## config.mk

```make
export PLATFORM = sky130hd
export DESIGN_NAME = shader_word_stream_packer
export DESIGN_NICKNAME = d
export VERILOG_FILES = /design/src/design/swsp_pkg.sv /design/src/design/swsp_front.sv /design/src/design/swsp_queue.sv /design/src/design/swsp_back.sv /design/src/design/shader_word_stream_packer.sv
export SDC_FILE = /design/constraint.sdc
export NUM_CORES = 1
export LEC_CHECK = 0
export ABC_AREA = 1
export ABC_CLOCK_PERIOD_IN_PS = 6650
export BUFFER_PORTS_ARGS = -buffer_cell sky130_fd_sc_hd__buf_2
export CORE_MARGIN = 5
export CORE_UTILIZATION = 45
export DETAILED_ROUTE_END_ITERATION = 8
export SETUP_SLACK_MARGIN = 0.15
export SLEW_MARGIN = 15
export SYNTH_ARGS = -nofsm -noshare
export SYNTH_HDL_FRONTEND = slang
export SYNTH_SLANG_ARGS = --single-unit
```

## constraint.sdc

```tcl
create_clock -name clock -period 6.65 [get_ports clock]
set_clock_uncertainty 0.2 [all_clocks]
set_input_delay 0 -clock clock [delete_from_list [all_inputs] [get_ports clock]]
set_output_delay 0 -clock clock [all_outputs]
set_load 0.02 [all_outputs]
```

## src/design/swsp_pkg.sv

```systemverilog
`timescale 1ns / 1ps
// Shared types and constants for the shader word stream packer.
package swsp_pkg;

   localparam logic [31:0] MAGIC_IN   = 32'h0723_0203;
   localparam logic [31:0] MAGIC_OUT  = 32'h534D_4F4C;
   localparam logic [31:0] VERSION_A  = 32'h0001_0000;
   localparam logic [31:0] VERSION_B  = 32'h0001_0100;
   localparam logic [15:0] SHORT_FLAG = 16'h8000;
   localparam logic [15:0] SHORT_LEN_LIM = 16'd32;
   localparam logic [15:0] SHORT_OP_LIM  = 16'd1024;

   // header word positions; HDR_BODY means instruction stream
   localparam logic [2:0] HDR_MAGIC   = 3'd0;
   localparam logic [2:0] HDR_VERSION = 3'd1;
   localparam logic [2:0] HDR_FINAL   = 3'd4;
   localparam logic [2:0] HDR_BODY    = 3'd5;

   // byte-count codes (index of the last byte of a command)
   localparam logic [1:0] LAST_IDX_ONE  = 2'd0;
   localparam logic [1:0] LAST_IDX_TWO  = 2'd1;
   localparam logic [1:0] LAST_IDX_FOUR = 2'd3;

   localparam int QDepth = 4;
   localparam int QAddrW = $clog2(QDepth);

   typedef enum logic [1:0] {
      STATUS_OK       = 2'd0,
      STATUS_HEADER   = 2'd1,
      STATUS_ZERO_LEN = 2'd2,
      STATUS_TRUNC    = 2'd3
   } status_type;

   // one command from the classifier: a word and how many of its bytes go out
   typedef struct packed {
      logic [31:0] data;
      logic [1:0]  last_idx;
      status_type  status;
   } cmd_type;

endpackage

```

## src/design/swsp_front.sv

```systemverilog
`timescale 1ns / 1ps
// Front end: tracks module position, classifies each word and issues byte commands.
module swsp_front import swsp_pkg::*; (
   input  logic        clock,
   input  logic        reset,
   input  logic        word_valid,
   input  logic [31:0] in_word,
   input  logic        last_word,
   output logic        cmd_push,
   output cmd_type     cmd
);

   logic [2:0]  header_index_ff, header_index_in;
   logic [15:0] words_remaining_ff, words_remaining_in;
   logic        skipping_ff, skipping_in;

   logic [15:0] len;
   logic [15:0] op;
   logic        emit;

   assign len = in_word[31:16];
   assign op  = in_word[15:0];

   always_comb begin
      header_index_in    = header_index_ff;
      words_remaining_in = words_remaining_ff;
      skipping_in        = skipping_ff;
      emit               = 1'b0;
      cmd.data           = in_word;
      cmd.last_idx       = LAST_IDX_FOUR;
      cmd.status         = STATUS_OK;

      if (skipping_ff) begin
         // discard until the last word, which gives nothing either
      end else if (header_index_ff < HDR_BODY) begin
         emit = 1'b1;
         if ((last_word && header_index_ff < HDR_FINAL)
               || (header_index_ff == HDR_MAGIC && in_word != MAGIC_IN)
               || (header_index_ff == HDR_VERSION && in_word != VERSION_A
                   && in_word != VERSION_B)) begin
            cmd.data     = '0;
            cmd.last_idx = LAST_IDX_ONE;
            cmd.status   = STATUS_HEADER;
            skipping_in  = 1'b1;
         end else begin
            if (header_index_ff == HDR_MAGIC) begin
               cmd.data = MAGIC_OUT;
            end
            header_index_in = header_index_ff + 3'd1;
         end
      end else if (words_remaining_ff == '0) begin
         emit = 1'b1;
         if (len == '0) begin
            cmd.data     = '0;
            cmd.last_idx = LAST_IDX_ONE;
            cmd.status   = STATUS_ZERO_LEN;
            skipping_in  = 1'b1;
         end else if (last_word && len > 16'd1) begin
            cmd.data     = '0;
            cmd.last_idx = LAST_IDX_ONE;
            cmd.status   = STATUS_TRUNC;
         end else begin
            if (len < SHORT_LEN_LIM && op < SHORT_OP_LIM) begin
               cmd.data     = {16'h0000, SHORT_FLAG | {1'b0, len[4:0], op[9:0]}};
               cmd.last_idx = LAST_IDX_TWO;
            end
            words_remaining_in = len - 16'd1;
         end
      end else begin
         emit = 1'b1;
         if (last_word && words_remaining_ff > 16'd1) begin
            cmd.data     = '0;
            cmd.last_idx = LAST_IDX_ONE;
            cmd.status   = STATUS_TRUNC;
         end else begin
            words_remaining_in = words_remaining_ff - 16'd1;
         end
      end

      // end of module: everything back to the start
      if (last_word) begin
         header_index_in    = HDR_MAGIC;
         words_remaining_in = '0;
         skipping_in        = 1'b0;
      end
   end

   assign cmd_push = word_valid && emit;

   always_ff @(posedge clock) begin
      if (reset) begin
         header_index_ff    <= HDR_MAGIC;
         words_remaining_ff <= '0;
         skipping_ff        <= 1'b0;
      end else if (word_valid) begin
         header_index_ff    <= header_index_in;
         words_remaining_ff <= words_remaining_in;
         skipping_ff        <= skipping_in;
      end
   end

endmodule

```

## src/design/swsp_queue.sv

```systemverilog
`timescale 1ns / 1ps
// Short command queue between the front end and the byte serializer.
module swsp_queue import swsp_pkg::*; (
   input  logic    clock,
   input  logic    reset,
   input  logic    push,
   input  cmd_type push_cmd,
   output logic    full,
   input  logic    pop,
   output cmd_type head_cmd,
   output logic    empty
);

   cmd_type             entry_ff [QDepth];
   logic [QAddrW-1:0]   wr_ptr_ff, wr_ptr_in;
   logic [QAddrW-1:0]   rd_ptr_ff, rd_ptr_in;
   logic [QAddrW:0]     count_ff, count_in;
   logic                do_push, do_pop;

   assign full     = (count_ff == QDepth[QAddrW:0]);
   assign empty    = (count_ff == '0);
   assign do_push  = push && !full;
   assign do_pop   = pop && !empty;
   assign head_cmd = entry_ff[rd_ptr_ff];

   always_comb begin
      wr_ptr_in = do_push ? wr_ptr_ff + QAddrW'(1) : wr_ptr_ff;
      rd_ptr_in = do_pop  ? rd_ptr_ff + QAddrW'(1) : rd_ptr_ff;
      count_in  = count_ff + {{QAddrW{1'b0}}, do_push} - {{QAddrW{1'b0}}, do_pop};
   end

   always_ff @(posedge clock) begin
      if (reset) begin
         wr_ptr_ff <= '0;
         rd_ptr_ff <= '0;
         count_ff  <= '0;
      end else begin
         wr_ptr_ff <= wr_ptr_in;
         rd_ptr_ff <= rd_ptr_in;
         count_ff  <= count_in;
      end
   end

   always_ff @(posedge clock) begin
      if (do_push) begin
         entry_ff[wr_ptr_ff] <= push_cmd;
      end
   end

endmodule

```

## src/design/swsp_back.sv

```systemverilog
`timescale 1ns / 1ps
// Back end: splits queued commands into bytes, least significant first, into the output register.
module swsp_back import swsp_pkg::*; (
   input  logic       clock,
   input  logic       reset,
   input  cmd_type    head_cmd,
   input  logic       head_empty,
   output logic       head_pop,
   input  logic       rsp_pop,
   output logic       rsp_empty,
   output logic [7:0] rsp_out_byte,
   output logic       rsp_run_end,
   output logic [1:0] rsp_status
);

   logic [1:0] byte_idx_ff, byte_idx_in;
   logic       valid_ff, valid_in;
   logic [7:0] byte_ff;
   logic       run_end_ff;
   status_type status_ff;
   logic       load;
   logic       is_last;

   // output register takes a new byte when it is free or being drained
   assign load    = (!valid_ff || rsp_pop) && !head_empty;
   assign is_last = (byte_idx_ff == head_cmd.last_idx);
   assign head_pop = load && is_last;

   always_comb begin
      byte_idx_in = byte_idx_ff;
      valid_in    = valid_ff;
      if (!valid_ff || rsp_pop) begin
         valid_in = !head_empty;
      end
      if (load) begin
         byte_idx_in = is_last ? 2'd0 : byte_idx_ff + 2'd1;
      end
   end

   always_ff @(posedge clock) begin
      if (reset) begin
         byte_idx_ff <= '0;
         valid_ff    <= 1'b0;
      end else begin
         byte_idx_ff <= byte_idx_in;
         valid_ff    <= valid_in;
      end
   end

   always_ff @(posedge clock) begin
      if (load) begin
         byte_ff    <= head_cmd.data[{byte_idx_ff, 3'b000} +: 8];
         run_end_ff <= is_last;
         status_ff  <= head_cmd.status;
      end
   end

   assign rsp_empty    = !valid_ff;
   assign rsp_out_byte = byte_ff;
   assign rsp_run_end  = run_end_ff;
   assign rsp_status   = status_ff;

endmodule

```

## src/design/shader_word_stream_packer.sv

```systemverilog
`timescale 1ns / 1ps
// Top level of the shader word stream packer: 32-bit module words in, packed bytes out.
//
//   channel   ports                                  transfer when
//   -------   ------------------------------------   --------------------
//   request   req_in_word, req_last_word             req_push && !req_full
//   response  rsp_out_byte, rsp_run_end, rsp_status  rsp_pop && !rsp_empty
//
// The front end takes one word per cycle while the command queue has room.
// The back end sends one byte per cycle while the receiver pops: header, operand and
// unpacked instruction words give 4 bytes, packed headers 2, errors 1, skipped words none.
// The first byte of a word passes through the command queue and then the output register.
// Synchronous reset empties the queue and output register and restarts at
// header word 0. A stalled response fills the queue, then raises req_full.
module shader_word_stream_packer import swsp_pkg::*; (
   input  logic        clock,
   input  logic        reset,
   input  logic        req_push,
   output logic        req_full,
   input  logic [31:0] req_in_word,
   input  logic        req_last_word,
   input  logic        rsp_pop,
   output logic        rsp_empty,
   output logic [7:0]  rsp_out_byte,
   output logic        rsp_run_end,
   output logic [1:0]  rsp_status
);

   logic    word_valid;
   logic    cmd_push;
   cmd_type cmd;
   logic    q_full;
   logic    q_empty;
   logic    q_pop;
   cmd_type head_cmd;

   assign req_full   = q_full;
   assign word_valid = req_push && !q_full;

   swsp_front u_front (
      .clock      (clock),
      .reset      (reset),
      .word_valid (word_valid),
      .in_word    (req_in_word),
      .last_word  (req_last_word),
      .cmd_push   (cmd_push),
      .cmd        (cmd)
   );

   swsp_queue u_queue (
      .clock    (clock),
      .reset    (reset),
      .push     (cmd_push),
      .push_cmd (cmd),
      .full     (q_full),
      .pop      (q_pop),
      .head_cmd (head_cmd),
      .empty    (q_empty)
   );

   swsp_back u_back (
      .clock        (clock),
      .reset        (reset),
      .head_cmd     (head_cmd),
      .head_empty   (q_empty),
      .head_pop     (q_pop),
      .rsp_pop      (rsp_pop),
      .rsp_empty    (rsp_empty),
      .rsp_out_byte (rsp_out_byte),
      .rsp_run_end  (rsp_run_end),
      .rsp_status   (rsp_status)
   );

endmodule

```

== Yosys cells after proc, flatten, opt, wreduce, memory -nomap -nowiden ==
Memory sizes are Yosys's and may differ from the RTL's. A register that Yosys moved wholly into a read port is not among the register bits.
Index checks and enable logic that the tools add are counted.

* Bits in registers: 41
* RAM bits: 144
* Output and inout bits: 13
* Word-level logic and storage cells: 99
* Memories kept: 1

* Add/sub/neg operators: 8
* Order comparisons: 6
* Equal/unequal tests: 12
* Shift operators: 1
* Mux-type cells: 34
* Reduce and logical (&&, ||, !) cells: 26

{| class="wikitable"
|+ Memories
! name !! words !! width !! rd ports !! clocked after memory_dff !! write ports !! line !! source
|-
| u_queue.entry_ff || 4 || 36 || 1 || 1 || 1 || swsp_queue.sv:14 || <nowiki>cmd_type entry_ff [QDepth];</nowiki>
|}

{| class="wikitable"
|+ Operators with widths
! kind !! count
|-
| 36-bit two-way mux || 5
|-
| 16-bit two-way mux || 7
|-
| 34-bit two-way mux || 2
|-
| 32-bit two-way mux || 2
|-
| 32-bit by 17-bit != test with 1-bit output, second input constant || 2
|-
| 16-bit by 1-bit > comparator with 1-bit output, second input constant || 2
|-
| 16-bit logical NOT || 2
|-
| 32-bit by 27-bit != test with 1-bit output, second input constant || 1
|-
| 32-bit by 6-bit indexed part select with 8-bit output || 1
|-
| 16-bit by 1-bit subtractor with 16-bit output, second input constant || 2
|-
| 16-bit by 11-bit less-than comparator with 1-bit output, second input constant || 1
|-
| 16-bit by 6-bit less-than comparator with 1-bit output, second input constant || 1
|-
| 1-bit logical AND || 13
|-
| 3-bit two-way mux || 4
|-
| 1-bit two-way mux || 9
|-
| 2-bit two-way mux || 4
|-
| 2-bit by 1-bit adder with 2-bit output, second input constant || 3
|-
| 3-bit logical NOT || 2
|-
| 3-bit less-than comparator, second input constant || 2
|-
| 2-bit != test, second input constant || 3
|-
| 3-bit != test, second input constant || 2
|-
| 6-bit AND reduction || 1
|-
| 4-bit two-way mux || 1
|-
| 4-bit AND reduction || 1
|-
| other kinds (10) || 14
|}

== Depth between registers and ports, before layout ==
Gate-level depths: netlist of run 1.

* Word-level depth: 8
* Gate-level depth with buffers: 16

== Hierarchy ==
A second synthesis of run 1 with hierarchy kept.

* Cell total of the unflattened synthesis: 983
* Area total of the unflattened synthesis: 9367.7 µm²

{| class="wikitable"
|+ By module, submodules not included
! module !! times used !! cells each !! area an instance (µm²) !! seq. area each (µm²)
|-
| swsp_queue || 1 || 417 || 5853.1 || 4504.3
|-
| swsp_front || 1 || 475 || 2726.4 || 400.4
|-
| swsp_back || 1 || 89 || 778.2 || 390.4
|-
| shader_word_stream_packer || 1 || 2 || 10.0 || 0.0
|}

== Worst setup path after synthesis of run 1 ==
No wires, ideal clock.

* Kind: register to register
* Start: register u_queue.count_ff[1]
* End: memory u_queue.entry_ff[0][0] in the netlist's numbering (enable)
* Setup time: 0.429 ns
* Data arrival time: 2.461 ns
* Required time: 6.021 ns
* Path slack: 3.560 ns
* Cell stages (with the launch flop): 7
* Path through: dfxtp_1 inv_1 nand3_1 nand2_1 nor2_1 inv_1 nor2_1

* Word-level cells in the longest chain between the ends: 7

{| class="wikitable"
|+ RTL lines
! element !! line !! source
|-
| from (decl) || swsp_queue.sv:17 || <nowiki>logic [QAddrW:0] count_ff, count_in;</nowiki>
|-
| from (signal assigned) || swsp_queue.sv:40 || <nowiki>count_ff <= count_in;</nowiki>
|-
| 3-bit equality test * || swsp_queue.sv:20 || <nowiki>assign full = (count_ff == QDepth[QAddrW:0]);</nowiki>
|-
| 1-bit logical NOT * || swsp_queue.sv:22, shader_word_stream_packer.sv:38 ||
|-
| 1-bit logical AND || shader_word_stream_packer.sv:38 || <nowiki>assign word_valid = req_push && !q_full;</nowiki>
|-
| 1-bit logical AND || swsp_front.sv:88 || <nowiki>assign cmd_push = word_valid && emit;</nowiki>
|-
| 1-bit logical AND * || swsp_queue.sv:22 || <nowiki>assign do_push = push && !full;</nowiki>
|-
| net u_queue.do_push || swsp_queue.sv:18 || <nowiki>logic do_push, do_pop;</nowiki>
|-
| 1-bit two-way mux * || swsp_queue.sv:45 || <nowiki>if (do_push) begin</nowiki>
|-
| 1-bit two-way mux (implied by the code) * || swsp_queue.sv:46 || <nowiki>entry_ff[wr_ptr_ff] <= push_cmd;</nowiki>
|-
| to (decl) || swsp_queue.sv:14 ||
|}

The timed path passes the listed nets; every way through them passes the cells marked *.

==> run metrics, run 1 <==
number of instances in the synthesized netlist 953; FF+latch count, synth 187; TritonCTS sink count 187; result of the run completed; CTS resizes 0; leakage power figure 4.14 nW; first-pass GRT wire length 37700 µm; final worst path period need 3.38 ns; overall die area 23100 µm²; Final Cell Area 10600 µm²; element type at the critical path end flop; GRT Residual Overflow 0; placed wire-length estimate 15300 µm; Die X 152 µm; Worst-Margin Slew 0.912 ns; ant diodes 0; clk slew on worst S/H paths 0.07 ns; number of filler cells placed in the layout 1874; vias after detailed routing 6995; class of the worst hold path flop to flop; most frequent cells in the layout 155 x sky130_fd_sc_hd__edfxtp_1, 151 x sky130_fd_sc_hd__nand2_1, 148 x sky130_fd_sc_hd__nor2_1; crit path to u_queue.count_ff[2]$_SDFF_PP0_; worst slew slack as a fraction of its limit 0.392; most common cell after layout, fill and taps aside sky130_fd_sc_hd__edfxtp_1; distinct cell type count after synthesis 35; power per cell area 334 nW/µm²; Core Region 20000 µm²; overall die height 152 µm; mean routed wirelength per cell 17.8 µm; R2R cell count 14; RSZ-0062 raised after global routing false; worst slack on hold paths 0.274 ns; number of max-cap violations 0; final count of pins violating max slew 0; Internal 0.00230 W; number of placed instances, taps included 1248; sequential-to-total area share from yosys stat 0.583; number of post-CTS setup repair buffers 0; critical path data arrival time 3.49 ns; number of primary I/O pins 50; DRC violation count after routing 0; Hold Buf Count CTS 41; kind of launch point of the worst setup path flop; total negative setup slack 0 ns; Register-to-Register Setup Slack 3.27 ns; largest net degree at the start of global routing 59; number of nets still failing antenna checks after routing 0; Max Clock Freq 0.296 GHz; final standard cell utilization of the core 0.528; number of global-route vias before repair 6896; required time at the endpoint of the critical path 6.76 ns; destination of the worst register-to-register timing path u_queue.count_ff[2]$_SDFF_PP0_; via/cell ratio 5.30; number of hold violations in the final report 0; cell area reported after detailed placement 9610 µm²; Sequential Power Share 0.435; detailed router's first-iteration violation count 520; Synth warnings 0; Setup violations, final 0; maximum count of clock buffers along a single path 2; Mapped Avg Cell Area 9.53 µm²; root buffer selected by CTS sky130_fd_sc_hd__clkbuf_16; class of the most critical setup path flop to flop; share of power burned in combinational logic 0.288; final non-filler cell total 1320; final period utilization 0.509; initial core utilization 0.453; number of antenna violations at the first check in global routing 0; number of buffers added by the clock tree synthesis step 17; H-tree depth 4; worst-case vdd ir drop 184 µV; layout cell share with drive strength beyond 1 0.136; synthesis-to-layout area growth 16.6%; net load switching power 0.00124 W; Port-buffer cells 49; total routing resource utilization after global routing 0.205; area of the mapped netlist 9080 µm²; CP max FO 44; overall routed net length 23500 µm; CTS tree yes; fraction of power spent switching nets 0.351; Synth Net Count 1007; routability congestion estimate from global placement 0.899; later-pin clock latency in the skew report 0.43 ns; Pre-antenna DRT Iters 5; standard-cell rows 52; Final nets 1092; clock network fraction of total power 0.276
-- flip-flops by register name, indices dropped and copies added (netlist names), named ones only --
| signal | cells |
|---|---|
| u_front.header_index_ff | 3 |
| u_back.byte_idx_ff | 2 |
| u_queue.rd_ptr_ff | 2 |
| u_front.skipping_ff | 1 |
| u_queue.wr_ptr_ff | 2 |
| u_front.words_remaining_ff | 16 |
| u_back.rsp_out_byte | 8 |
| u_queue.count_ff | 3 |
| u_queue.entry_ff | 144 |
| u_back.rsp_run_end | 1 |
| u_back.rsp_status | 2 |
| u_back.valid_ff | 1 |
-- metrics by stage --
stage          power (W)  setup slack [ns]
6_report         0.00354              3.27
5_1_grt          0.00376              2.95
4_1_cts          0.00357              3.26
3_5_place_dp     0.00257              3.27
3_3_place_gp     0.00256              3.34
2_1_floorplan    0.00226              3.56
-- power groups by stage --
stage                     combinational (W)  sequential (W)  clock [W]
after detailed placement            0.00101         0.00157          0
final                               0.00102         0.00154   0.000978
after floorplan                    0.000682         0.00157          0
after CTS                           0.00103         0.00154   0.000998
after global routing                0.00115         0.00156    0.00104
after global placement             0.000999         0.00157          0
-- worst max-delay path, stage by stage (launching register included) --
cell and delay (ns):
sky130_fd_sc_hd__dfxtp_2 0.69, sky130_fd_sc_hd__buf_4 0.50, sky130_fd_sc_hd__nand2_1 0.10, sky130_fd_sc_hd__nand3_1 0.10, sky130_fd_sc_hd__nand2_1 0.07, sky130_fd_sc_hd__xor2_1 0.14
sky130_fd_sc_hd__inv_1 0.06, sky130_fd_sc_hd__nand2_1 0.09, sky130_fd_sc_hd__nor2_2 0.26, sky130_fd_sc_hd__ha_1 0.18, sky130_fd_sc_hd__inv_1 0.04, sky130_fd_sc_hd__ha_1 0.21
sky130_fd_sc_hd__fa_1 0.42, sky130_fd_sc_hd__xor2_1 0.16, sky130_fd_sc_hd__nor2_1 0.05
-- cell families (layout without fill, tap and decap cells) --
logic type	count (synthesis)	after routing	synth area share
fa+ha+maj	17	17	0.0242
flops	187	187	0.583
compound gates	207	207	0.134
simple gates	388	388	0.183
xor+xnor	15	15	0.0145
buf+inv	139	236	0.0612
-- cell type report --
class | instances | area, µm² | area share
Tap cell | 270 | 338 | 0.0319
Sequential cell | 187 | 5300 | 0.500
Clock buffer | 18 | 429 | 0.0405
Multi-Input combinational cell | 627 | 3260 | 0.308
Inverter | 105 | 395 | 0.0373
Timing Repair Buffer | 100 | 731 | 0.0690
Clock inverter | 13 | 135 | 0.0128
-- worst min path at each step --
stage                                      startpoint                                    endpoint  slack, ns  cells after the start
finish              u_queue.rd_ptr_ff[1]$_SDFFE_PP0P_           u_queue.rd_ptr_ff[1]$_SDFFE_PP0P_       0.27                      2
global route        u_queue.rd_ptr_ff[1]$_SDFFE_PP0P_           u_queue.rd_ptr_ff[1]$_SDFFE_PP0P_       0.29                      2
CTS                                    req_in_word[4]            u_queue.entry_ff[1][8]$_DFFE_PP_       0.26                      4
detailed placement                     req_in_word[4]            u_queue.entry_ff[1][8]$_DFFE_PP_       0.17                      3
global placement                       req_in_word[5]            u_queue.entry_ff[3][9]$_DFFE_PP_       0.17                      3
floorplan                                       reset  u_front.words_remaining_ff[3]$_SDFFE_PP0P_      -0.13                      1
-- cells in the mapped netlist, drive strengths merged --
master  count  share of area
o21ai     103          0.057
nor3        6         0.0033
ha         16          0.022
a21o        1        0.00083
a31oi       1        0.00069
clkinv      4         0.0018
xor2       12          0.012
o221ai     24          0.023
nand2     163          0.072
o22ai      10         0.0069
nand3      43          0.025
nor2      164          0.074
edfxtp    155           0.51
dfxtp      32          0.071
inv       101          0.042
or2         1        0.00069
clkbuf     25          0.010
buf         9         0.0073
xnor2       3         0.0029
o211ai     13          0.011
nand4      11         0.0076
fa          1         0.0022
a21oi      55          0.034
-- metal layers --
metal	wire [µm]	vias to the layer above	track usage
li1	-	3432	-
met1	10500	3329	0.274
met2	11400	203	0.347
met3	1200	31	0.0375
met4	419	0	0.0557
met5	0	-	0
Power figures use the tool's default switching activity.
==> inputs of run 2 (changes only) <==
--- a/config.mk
+++ b/config.mk
@@ -5,8 +5,8 @@
 export SDC_FILE = /design/constraint.sdc
 export NUM_CORES = 1
 export LEC_CHECK = 0
-export ABC_AREA = 1
-export ABC_CLOCK_PERIOD_IN_PS = 6650
+export ABC_AREA = 0
+export ABC_CLOCK_PERIOD_IN_PS = 3300
 export BUFFER_PORTS_ARGS = -buffer_cell sky130_fd_sc_hd__buf_2
 export CORE_MARGIN = 5
 export CORE_UTILIZATION = 45
==> constraint.sdc (replaced) <==
create_clock -name clock -period 3.3 [get_ports clock]
set_clock_uncertainty 0.2 [all_clocks]
set_input_delay 0 -clock clock [delete_from_list [all_inputs] [get_ports clock]]
set_output_delay 0 -clock clock [all_outputs]
set_load 0.02 [all_outputs]
==> run 2 against run 1 <==
Sequential power up 99%. Routed wire length down 12%. Register-to-register slack worse by 3.0 ns. First-iteration DRC count down 36%. Die area down 4.7%.
==> run metrics, run 2 <==
number of post-CTS setup repair buffers 0 (unchanged); most frequently used cell type in the post-synthesis netlist sky130_fd_sc_hd__edfxtp_1 (unchanged); RSZ-0062 raised after global routing false (unchanged); overall routed net length 20800 µm (was 23500 µm); Die X 148 µm (was 152 µm); Register-to-Register Setup Slack 0.27 ns (was 3.27 ns); number of filler cells placed in the layout 1533 (was 1874); number of primary I/O pins 50 (unchanged); R2R cell count 6 (was 14); source of the worst register-to-register timing path u_front.words_remaining_ff[11]$_SDFFE_PP0P_; Max Clock Freq 0.331 GHz (was 0.296 GHz); initial core utilization 0.459 (was 0.453); Met3 Wirelength 976 µm (was 1200 µm); number of max-cap violations 0 (unchanged); critical path data arrival time 3.15 ns (was 3.49 ns); maximum count of clock buffers along a single path 2 (unchanged); number of global-route vias before repair 5745 (was 6896); required time at the endpoint of the critical path 3.42 ns (was 6.76 ns); area of the mapped netlist 8620 µm² (was 9080 µm²); power per cell area 677 nW/µm² (was 334 nW/µm²); delay of the slowest cell on the worst path 0.61 ns (was 0.69 ns); Synth top area share 0.540 (was 0.513); vias after detailed routing 5522 (was 6995); element type at the critical path end flop (unchanged); clk slew on worst S/H paths 0.07 ns (about the same); overall die height 148 µm (was 152 µm); most frequent cells in the layout 155 x sky130_fd_sc_hd__edfxtp_1, 49 x sky130_fd_sc_hd__buf_2, 44 x sky130_fd_sc_hd__mux4_2 (was 155 x sky130_fd_sc_hd__edfxtp_1, 151 x sky130_fd_sc_hd__nand2_1, 148 x sky130_fd_sc_hd__nor2_1); Storage cell area 5300 µm² (about the same); routability congestion estimate from global placement 0.889 (was 0.899); CTS tree yes (unchanged); Synth Net Count 650 (was 1007); layout cell share with drive strength beyond 1 0.247 (was 0.136); Hold Path Origin req_push (was u_queue.rd_ptr_ff[1]$_SDFFE_PP0P_); TritonCTS sink count 187 (unchanged); DRC violation count after routing 0 (unchanged); number of instances in the synthesized netlist 596 (was 953); cell types with the highest counts after synthesis 155 x sky130_fd_sc_hd__edfxtp_1, 44 x sky130_fd_sc_hd__mux4_2, 41 x sky130_fd_sc_hd__nor2_1 (was 155 x sky130_fd_sc_hd__edfxtp_1, 152 x sky130_fd_sc_hd__nor2_1, 151 x sky130_fd_sc_hd__nand2_1); final period utilization 0.917 (was 0.509); critical path's slowest cell sky130_fd_sc_hd__or4_4 (was sky130_fd_sc_hd__dfxtp_2); leakage power figure 3.59 nW (was 4.14 nW); number of placed instances, taps included 873 (was 1248); number of antenna violations at the first check in global routing 0 (unchanged); most frequent CP cell sky130_fd_sc_hd__or4_4 (was sky130_fd_sc_hd__nand2_1); Pre-antenna DRT Iters 5 (unchanged); total power 0.00692 W (was 0.00354 W); final non-filler cell total 942 (was 1320); synthesis-to-layout area growth 18.5% (was 16.6%); class of the worst hold path input pin to flop (was flop to flop); overall die area 22000 µm² (was 23100 µm²); Synth Flop Type sky130_fd_sc_hd__edfxtp_1 (unchanged); root buffer selected by CTS sky130_fd_sc_hd__clkbuf_16 (unchanged); ant diodes 0 (unchanged); number of nets still failing antenna checks after routing 0 (unchanged); kind of launch point of the worst setup path flop (unchanged); H-tree depth 4 (unchanged); placed wire-length estimate 14200 µm (was 15300 µm); result of the run completed (unchanged); Core Region 18800 µm² (was 20000 µm²); distinct cell type count after synthesis 70 (was 35); final worst path period need 3.03 ns (was 3.38 ns); count of flip-flops with a built-in enable after synthesis 155 (unchanged); detailed router's first-iteration violation count 331 (was 520); via/cell ratio 5.86 (was 5.30); standard-cell rows 50 (was 52); cell type with the highest aggregate area in the netlist sky130_fd_sc_hd__edfxtp_1 (unchanged); FF+latch count, synth 187 (unchanged); Worst-Margin Slew 1.04 ns (was 0.912 ns); first-pass GRT wire length 32800 µm (was 37700 µm); sequential-to-total area share from yosys stat 0.614 (was 0.583); final standard cell utilization of the core 0.544 (was 0.528); Final nets 749 (was 1092); worst slack at placement 0.125 ns (was 3.27 ns); final count of pins violating max slew 0 (unchanged); top register by number of flip-flops u_queue.entry_ff (unchanged); Mapped Avg Cell Area 14.5 µm² (was 9.53 µm²); total routing resource utilization after global routing 0.197 (was 0.205); CP max FO 11 (was 44); DRT met1 WL 9250 µm (was 10500 µm); Port-buffer cells 49 (unchanged); biggest area contributors in the synthesized netlist sky130_fd_sc_hd__edfxtp_1 54%, sky130_fd_sc_hd__mux4_2 11%, sky130_fd_sc_hd__dfxtp_1 7.4% (was sky130_fd_sc_hd__edfxtp_1 51%, sky130_fd_sc_hd__dfxtp_1 7.1%, sky130_fd_sc_hd__nor2_1 6.3%); total area of multi-input combinational cells 3180 µm² (was 3260 µm²); mean routed wirelength per cell 22.1 µm (was 17.8 µm); sink of the worst hold path u_front.skipping_ff$_SDFFE_PP0P_ (was u_queue.rd_ptr_ff[1]$_SDFFE_PP0P_); largest net degree at the start of global routing 37 (was 59); later-pin clock latency in the skew report 0.43 ns (about the same); cell count of the worst hold path 4 (was 2); class of the most critical setup path flop to flop (unchanged); destination of the worst register-to-register timing path u_front.words_remaining_ff[5]$_SDFFE_PP0P_ (was u_queue.count_ff[2]$_SDFF_PP0_); Synth warnings 0 (unchanged); max reg flops 144 (unchanged); number of hold violations in the final report 0 (unchanged); top layer used by detailed routing met4 (unchanged); cell breakdown of the critical path or4_4 > or3_1 > or4_4 > a21boi_4 > a21oi_1 > o221a_2 (was buf_4 > nand2_1 > nand3_1 > nand2_1 > xor2_1 > inv_1 > nand2_1 > nor2_2 > ha_1 > inv_1 > ha_1 > fa_1 > xor2_1 > nor2_1); worst slew slack as a fraction of its limit 0.308 (was 0.392); worst-case vdd ir drop 381 µV (was 184 µV); Setup violations, final 0 (unchanged); async set-or-reset flop fraction in the synthesized netlist 0 (unchanged); GRT Residual Overflow 0 (unchanged); most common cell after layout, fill and taps aside sky130_fd_sc_hd__edfxtp_1 (unchanged); total negative setup slack 0 ns (unchanged); least setup slack across all paths after layout 0.275 ns (was 3.27 ns); routed wl met2 10200 µm (was 11400 µm); number of buffers added by the clock tree synthesis step 17 (unchanged); critical path startpoint u_front.words_remaining_ff[11]$_SDFFE_PP0P_
[run 2: layer usage]
layer / up-vias / track usage
met2: 140 / 0.321
met1: 2829 / 0.269
met3: 28 / 0.0378
met5: - / 0
met4: 0 / 0.0656
li1: 2525 / -
[run 2: area by class of cell]
class / instances / area share
Clock buffer: 18 / 0.0420
Clock inverter: 14 / 0.0160
Tap cell: 234 / 0.0287
Sequential cell: 187 / 0.519
Timing Repair Buffer: 104 / 0.0735
Multi-Input combinational cell: 358 / 0.311
Inverter: 27 / 0.00992
[run 2: cells by family after synthesis]
family,synth area share
buffers and inverters,0.0251
muxes,0.122
adders and majority gates,0.0255
xor gates and xnor gates,0.0234
and+or+nand+nor,0.111
DFF,0.614
AOI/OAI and AO/OA,0.0784
[run 2: metrics by stage]
| stage | area (µm²) | hold slack (ns) |
|---|---|---|
| after CTS | 10200 | 0.219 |
| after detailed placement | 9190 | 0.0782 |
| final | 10200 | 0.244 |
| after global placement | 9190 | 0.0677 |
| after floorplan | 8620 | -0.128 |
| after global routing | 10200 | 0.273 |
[run 2: repair_timing]
item / 4_1_cts / 5_1_grt
endpoints found under the setup margin: 16 / 45
gates cloned: 0 / 0
hold endpoints to repair: 154 / 0
hold buffers: 37 / 0
gates resized for setup: 3 / 12
[run 2: worst max-delay path: cells and delay by family (launching register included)]
kind,cells,cell delay [ns]
flip-flops,1,0.35
AO/OA/AOI/OAI,3,0.69
AND/OR/NAND/NOR,3,1.67
[run 2: how the worst max path moves through the flow]
stage                                                             to  cells after the start
after floorplan                       u_queue.count_ff[2]$_SDFF_PP0_                     11
after global placement             u_queue.entry_ff[0][15]$_DFFE_PP_                      6
after detailed placement           u_queue.entry_ff[1][15]$_DFFE_PP_                      6
after CTS                          u_queue.entry_ff[0][20]$_DFFE_PP_                      6
after global routing               u_queue.entry_ff[2][12]$_DFFE_PP_                      9
final                     u_front.words_remaining_ff[5]$_SDFFE_PP0P_                      6
[run 2: report_power, final]
part	switching, W	internal [W]	leakage, nW
sequential	0.000109	0.00295	1.71
clock	0.000911	0.00113	0.284
combinational	0.000997	0.000816	1.60
total	0.00202	0.00490	3.59
==> inputs of run 3 (changes only) <==
--- a/config.mk
+++ b/config.mk
@@ -11,6 +11,7 @@
 export CORE_MARGIN = 5
 export CORE_UTILIZATION = 45
 export DETAILED_ROUTE_END_ITERATION = 8
+export RECOVER_POWER = 50
 export SETUP_SLACK_MARGIN = 0.15
 export SLEW_MARGIN = 15
 export SYNTH_ARGS = -nofsm -noshare
==> run 3 against run 2 <==
Clock-buffer cell count unchanged. Worst hold slack worse by 0.0015 ns. Combinational power about the same. Global-route usage unchanged. Critical path depth unchanged. Sequential cell count unchanged. Final area down 0.27%. Critical endpoint is now u_queue.entry_ff[1][15]$_DFFE_PP_.
==> run metrics, run 3 (synthesis gave the netlist of run 2 again) <==
later-pin clock latency in the skew report 0.43 ns (about the same); initial core utilization 0.459 (unchanged); Pre-antenna DRT Iters 5 (unchanged); via/cell ratio 5.87 (was 5.86); overall die height 148 µm (unchanged); largest net degree at the start of global routing 37 (unchanged); worst-case vdd ir drop 383 µV (was 381 µV); routability congestion estimate from global placement 0.889 (unchanged); H-tree depth 4 (unchanged); number of buffers added by the clock tree synthesis step 17 (unchanged); number of filler cells placed in the layout 1542 (was 1533); buffer and inverter count on the worst path 0 (unchanged); critical path's slowest cell sky130_fd_sc_hd__or4_4 (unchanged); final period utilization 0.924 (was 0.917); Met3 Wirelength 1130 µm (was 976 µm); R2R cell count 6 (unchanged); RSZ-0062 raised after global routing false (unchanged); max reg flops 144 (unchanged); cell count of the worst hold path 4 (unchanged); result of the run completed (unchanged); power per cell area 675 nW/µm² (was 677 nW/µm²); Final nets 749 (unchanged); layout cell share with drive strength beyond 1 0.226 (was 0.247); number of global-route vias before repair 5745 (unchanged); top register by number of flip-flops u_queue.entry_ff (unchanged); DRT met1 WL 9050 µm (was 9250 µm); kind of launch point of the worst setup path flop (unchanged); total power 0.00688 W (was 0.00692 W); CTS tree yes (unchanged); worst slew slack as a fraction of its limit 0.230 (was 0.308); source of the worst register-to-register timing path u_front.words_remaining_ff[11]$_SDFFE_PP0P_ (unchanged); leakage power figure 3.55 nW (was 3.59 nW); class of the most critical setup path flop to flop (unchanged); Max Clock Freq 0.328 GHz (was 0.331 GHz); Port-buffer cells 49 (unchanged); CP max FO 12 (was 11); vias after detailed routing 5532 (was 5522); critical path data arrival time 3.10 ns (was 3.15 ns); cell breakdown of the critical path or4_4 > or3_1 > o31ai_4 > a22oi_1 > o311a_4 > o2bb2ai_2 (was or4_4 > or3_1 > or4_4 > a21boi_4 > a21oi_1 > o221a_2); routed wl met2 10300 µm (was 10200 µm); Register-to-Register Setup Slack 0.25 ns (was 0.27 ns); number of max-cap violations 0 (unchanged); total area of multi-input combinational cells 3180 µm² (about the same); overall routed net length 20800 µm (about the same); required time at the endpoint of the critical path 3.35 ns (was 3.42 ns); number of primary I/O pins 50 (unchanged); class of the worst hold path input pin to flop (unchanged); top layer used by detailed routing met4 (unchanged); critical path's top delay family compound AO/OA/AOI/OAI gates (was simple AND/OR/NAND/NOR gates); clk slew on worst S/H paths 0.07 ns (about the same); synthesis-to-layout area growth 18.2% (was 18.5%); Storage cell area 5300 µm² (unchanged); total negative setup slack 0 ns (unchanged); destination of the worst register-to-register timing path u_queue.entry_ff[1][15]$_DFFE_PP_ (was u_front.words_remaining_ff[5]$_SDFFE_PP0P_); Core Region 18800 µm² (unchanged); root buffer selected by CTS sky130_fd_sc_hd__clkbuf_16 (unchanged); Hold Path Origin req_push (unchanged); most frequent cells in the layout 155 x sky130_fd_sc_hd__edfxtp_1, 44 x sky130_fd_sc_hd__mux4_2, 41 x sky130_fd_sc_hd__nor2_1 (was 155 x sky130_fd_sc_hd__edfxtp_1, 49 x sky130_fd_sc_hd__buf_2, 44 x sky130_fd_sc_hd__mux4_2); placed wire-length estimate 14200 µm (unchanged); first-pass GRT wire length 32800 µm (unchanged); number of post-CTS setup repair buffers 0 (unchanged); mean routed wirelength per cell 22.1 µm (about the same); TritonCTS sink count 187 (unchanged); number of hold violations in the final report 0 (unchanged); Setup violations, final 0 (unchanged); ant diodes 0 (unchanged); most common cell after layout, fill and taps aside sky130_fd_sc_hd__edfxtp_1 (unchanged); maximum count of clock buffers along a single path 2 (unchanged); GRT Residual Overflow 0 (unchanged); number of nets still failing antenna checks after routing 0 (unchanged); delay of the slowest cell on the worst path 0.57 ns (was 0.61 ns); sink of the worst hold path u_front.skipping_ff$_SDFFE_PP0P_ (unchanged); overall die area 22000 µm² (unchanged); final worst path period need 3.05 ns (was 3.03 ns); Die X 148 µm (unchanged); element type at the critical path end flop (unchanged); standard-cell rows 50 (unchanged); number of antenna violations at the first check in global routing 0 (unchanged); final count of pins violating max slew 0 (unchanged); DRC violation count after routing 0 (unchanged); total routing resource utilization after global routing 0.197 (unchanged); detailed router's first-iteration violation count 363 (was 331); Worst-Margin Slew 1.15 ns (was 1.04 ns)
==> run 3: cell types whose count changed in the layout (fill, tap and decap cells not counted), sizes merged <==
cell	delta
buf	-14
clkbuf	+14
==> run 3: area by class of cell <==
cell class,instances,area share
timing repair buffer,104,0.0715
inverter,27,0.00994
sequential,187,0.520
clock buffer,18,0.0421
tap,234,0.0287
multi-input combinational,358,0.312
clock inverter,14,0.0161
==> run 3: power breakdown <==
| part | internal (W) | switching (W) |
|---|---|---|
| Combinational | 0.000784 | 0.000994 |
| Clock | 0.00113 | 0.000908 |
| Sequential | 0.00295 | 0.000110 |
| Total | 0.00487 | 0.00201 |
==> run 3: metrics by stage <==
stage	hold slack [ns]	util	setup WS (ns)	cell area (µm²)	instances
floorplan	-0.128	-	0.333	8620	596
global placement	0.0677	0.489	0.217	9190	873
detailed placement	0.0782	0.489	0.125	9190	873
CTS	0.219	0.541	0.187	10200	942
global route	0.273	0.543	0.135	10200	942
finish	0.242	0.543	0.252	10200	942
==> run 3: worst reg2reg max path: cells and delay by family, from the launching register on <==
family          cells  cell delay [ns]
compound gates      4             1.26
simple gates        2             1.06
flops               1             0.35
==> run 3: worst max path at each step <==
stage                                           startpoint                                 to  slack, ns  cells past startpoint
6_report       u_front.words_remaining_ff[11]$_SDFFE_PP0P_  u_queue.entry_ff[1][15]$_DFFE_PP_       0.25                      6
4_1_cts        u_front.words_remaining_ff[11]$_SDFFE_PP0P_  u_queue.entry_ff[0][20]$_DFFE_PP_       0.19                      6
3_5_place_dp   u_front.words_remaining_ff[11]$_SDFFE_PP0P_  u_queue.entry_ff[1][15]$_DFFE_PP_       0.13                      6
2_1_floorplan                                         flop     u_queue.count_ff[2]$_SDFF_PP0_       0.33                     11
3_3_place_gp   u_front.words_remaining_ff[11]$_SDFFE_PP0P_  u_queue.entry_ff[0][15]$_DFFE_PP_       0.22                      6
5_1_grt        u_front.words_remaining_ff[11]$_SDFFE_PP0P_  u_queue.entry_ff[3][28]$_DFFE_PP_       0.13                      6
==> run 3: metal layers <==
| layer | track usage | vias up |
|---|---|---|
| met4 | 0.0656 | 0 |
| met5 | 0 | - |
| met3 | 0.0378 | 28 |
| li1 | - | 2525 |
| met1 | 0.269 | 2810 |
| met2 | 0.321 | 169 |
==> run 3: timing repair <==
| action | in CTS | in global routing |
|---|---|---|
| setup endpoints to repair | 16 | 45 |
| resized for setup | 3 | 12 |
| hold endpoints to repair | 154 | 0 |
| hold buffers | 37 | 0 |
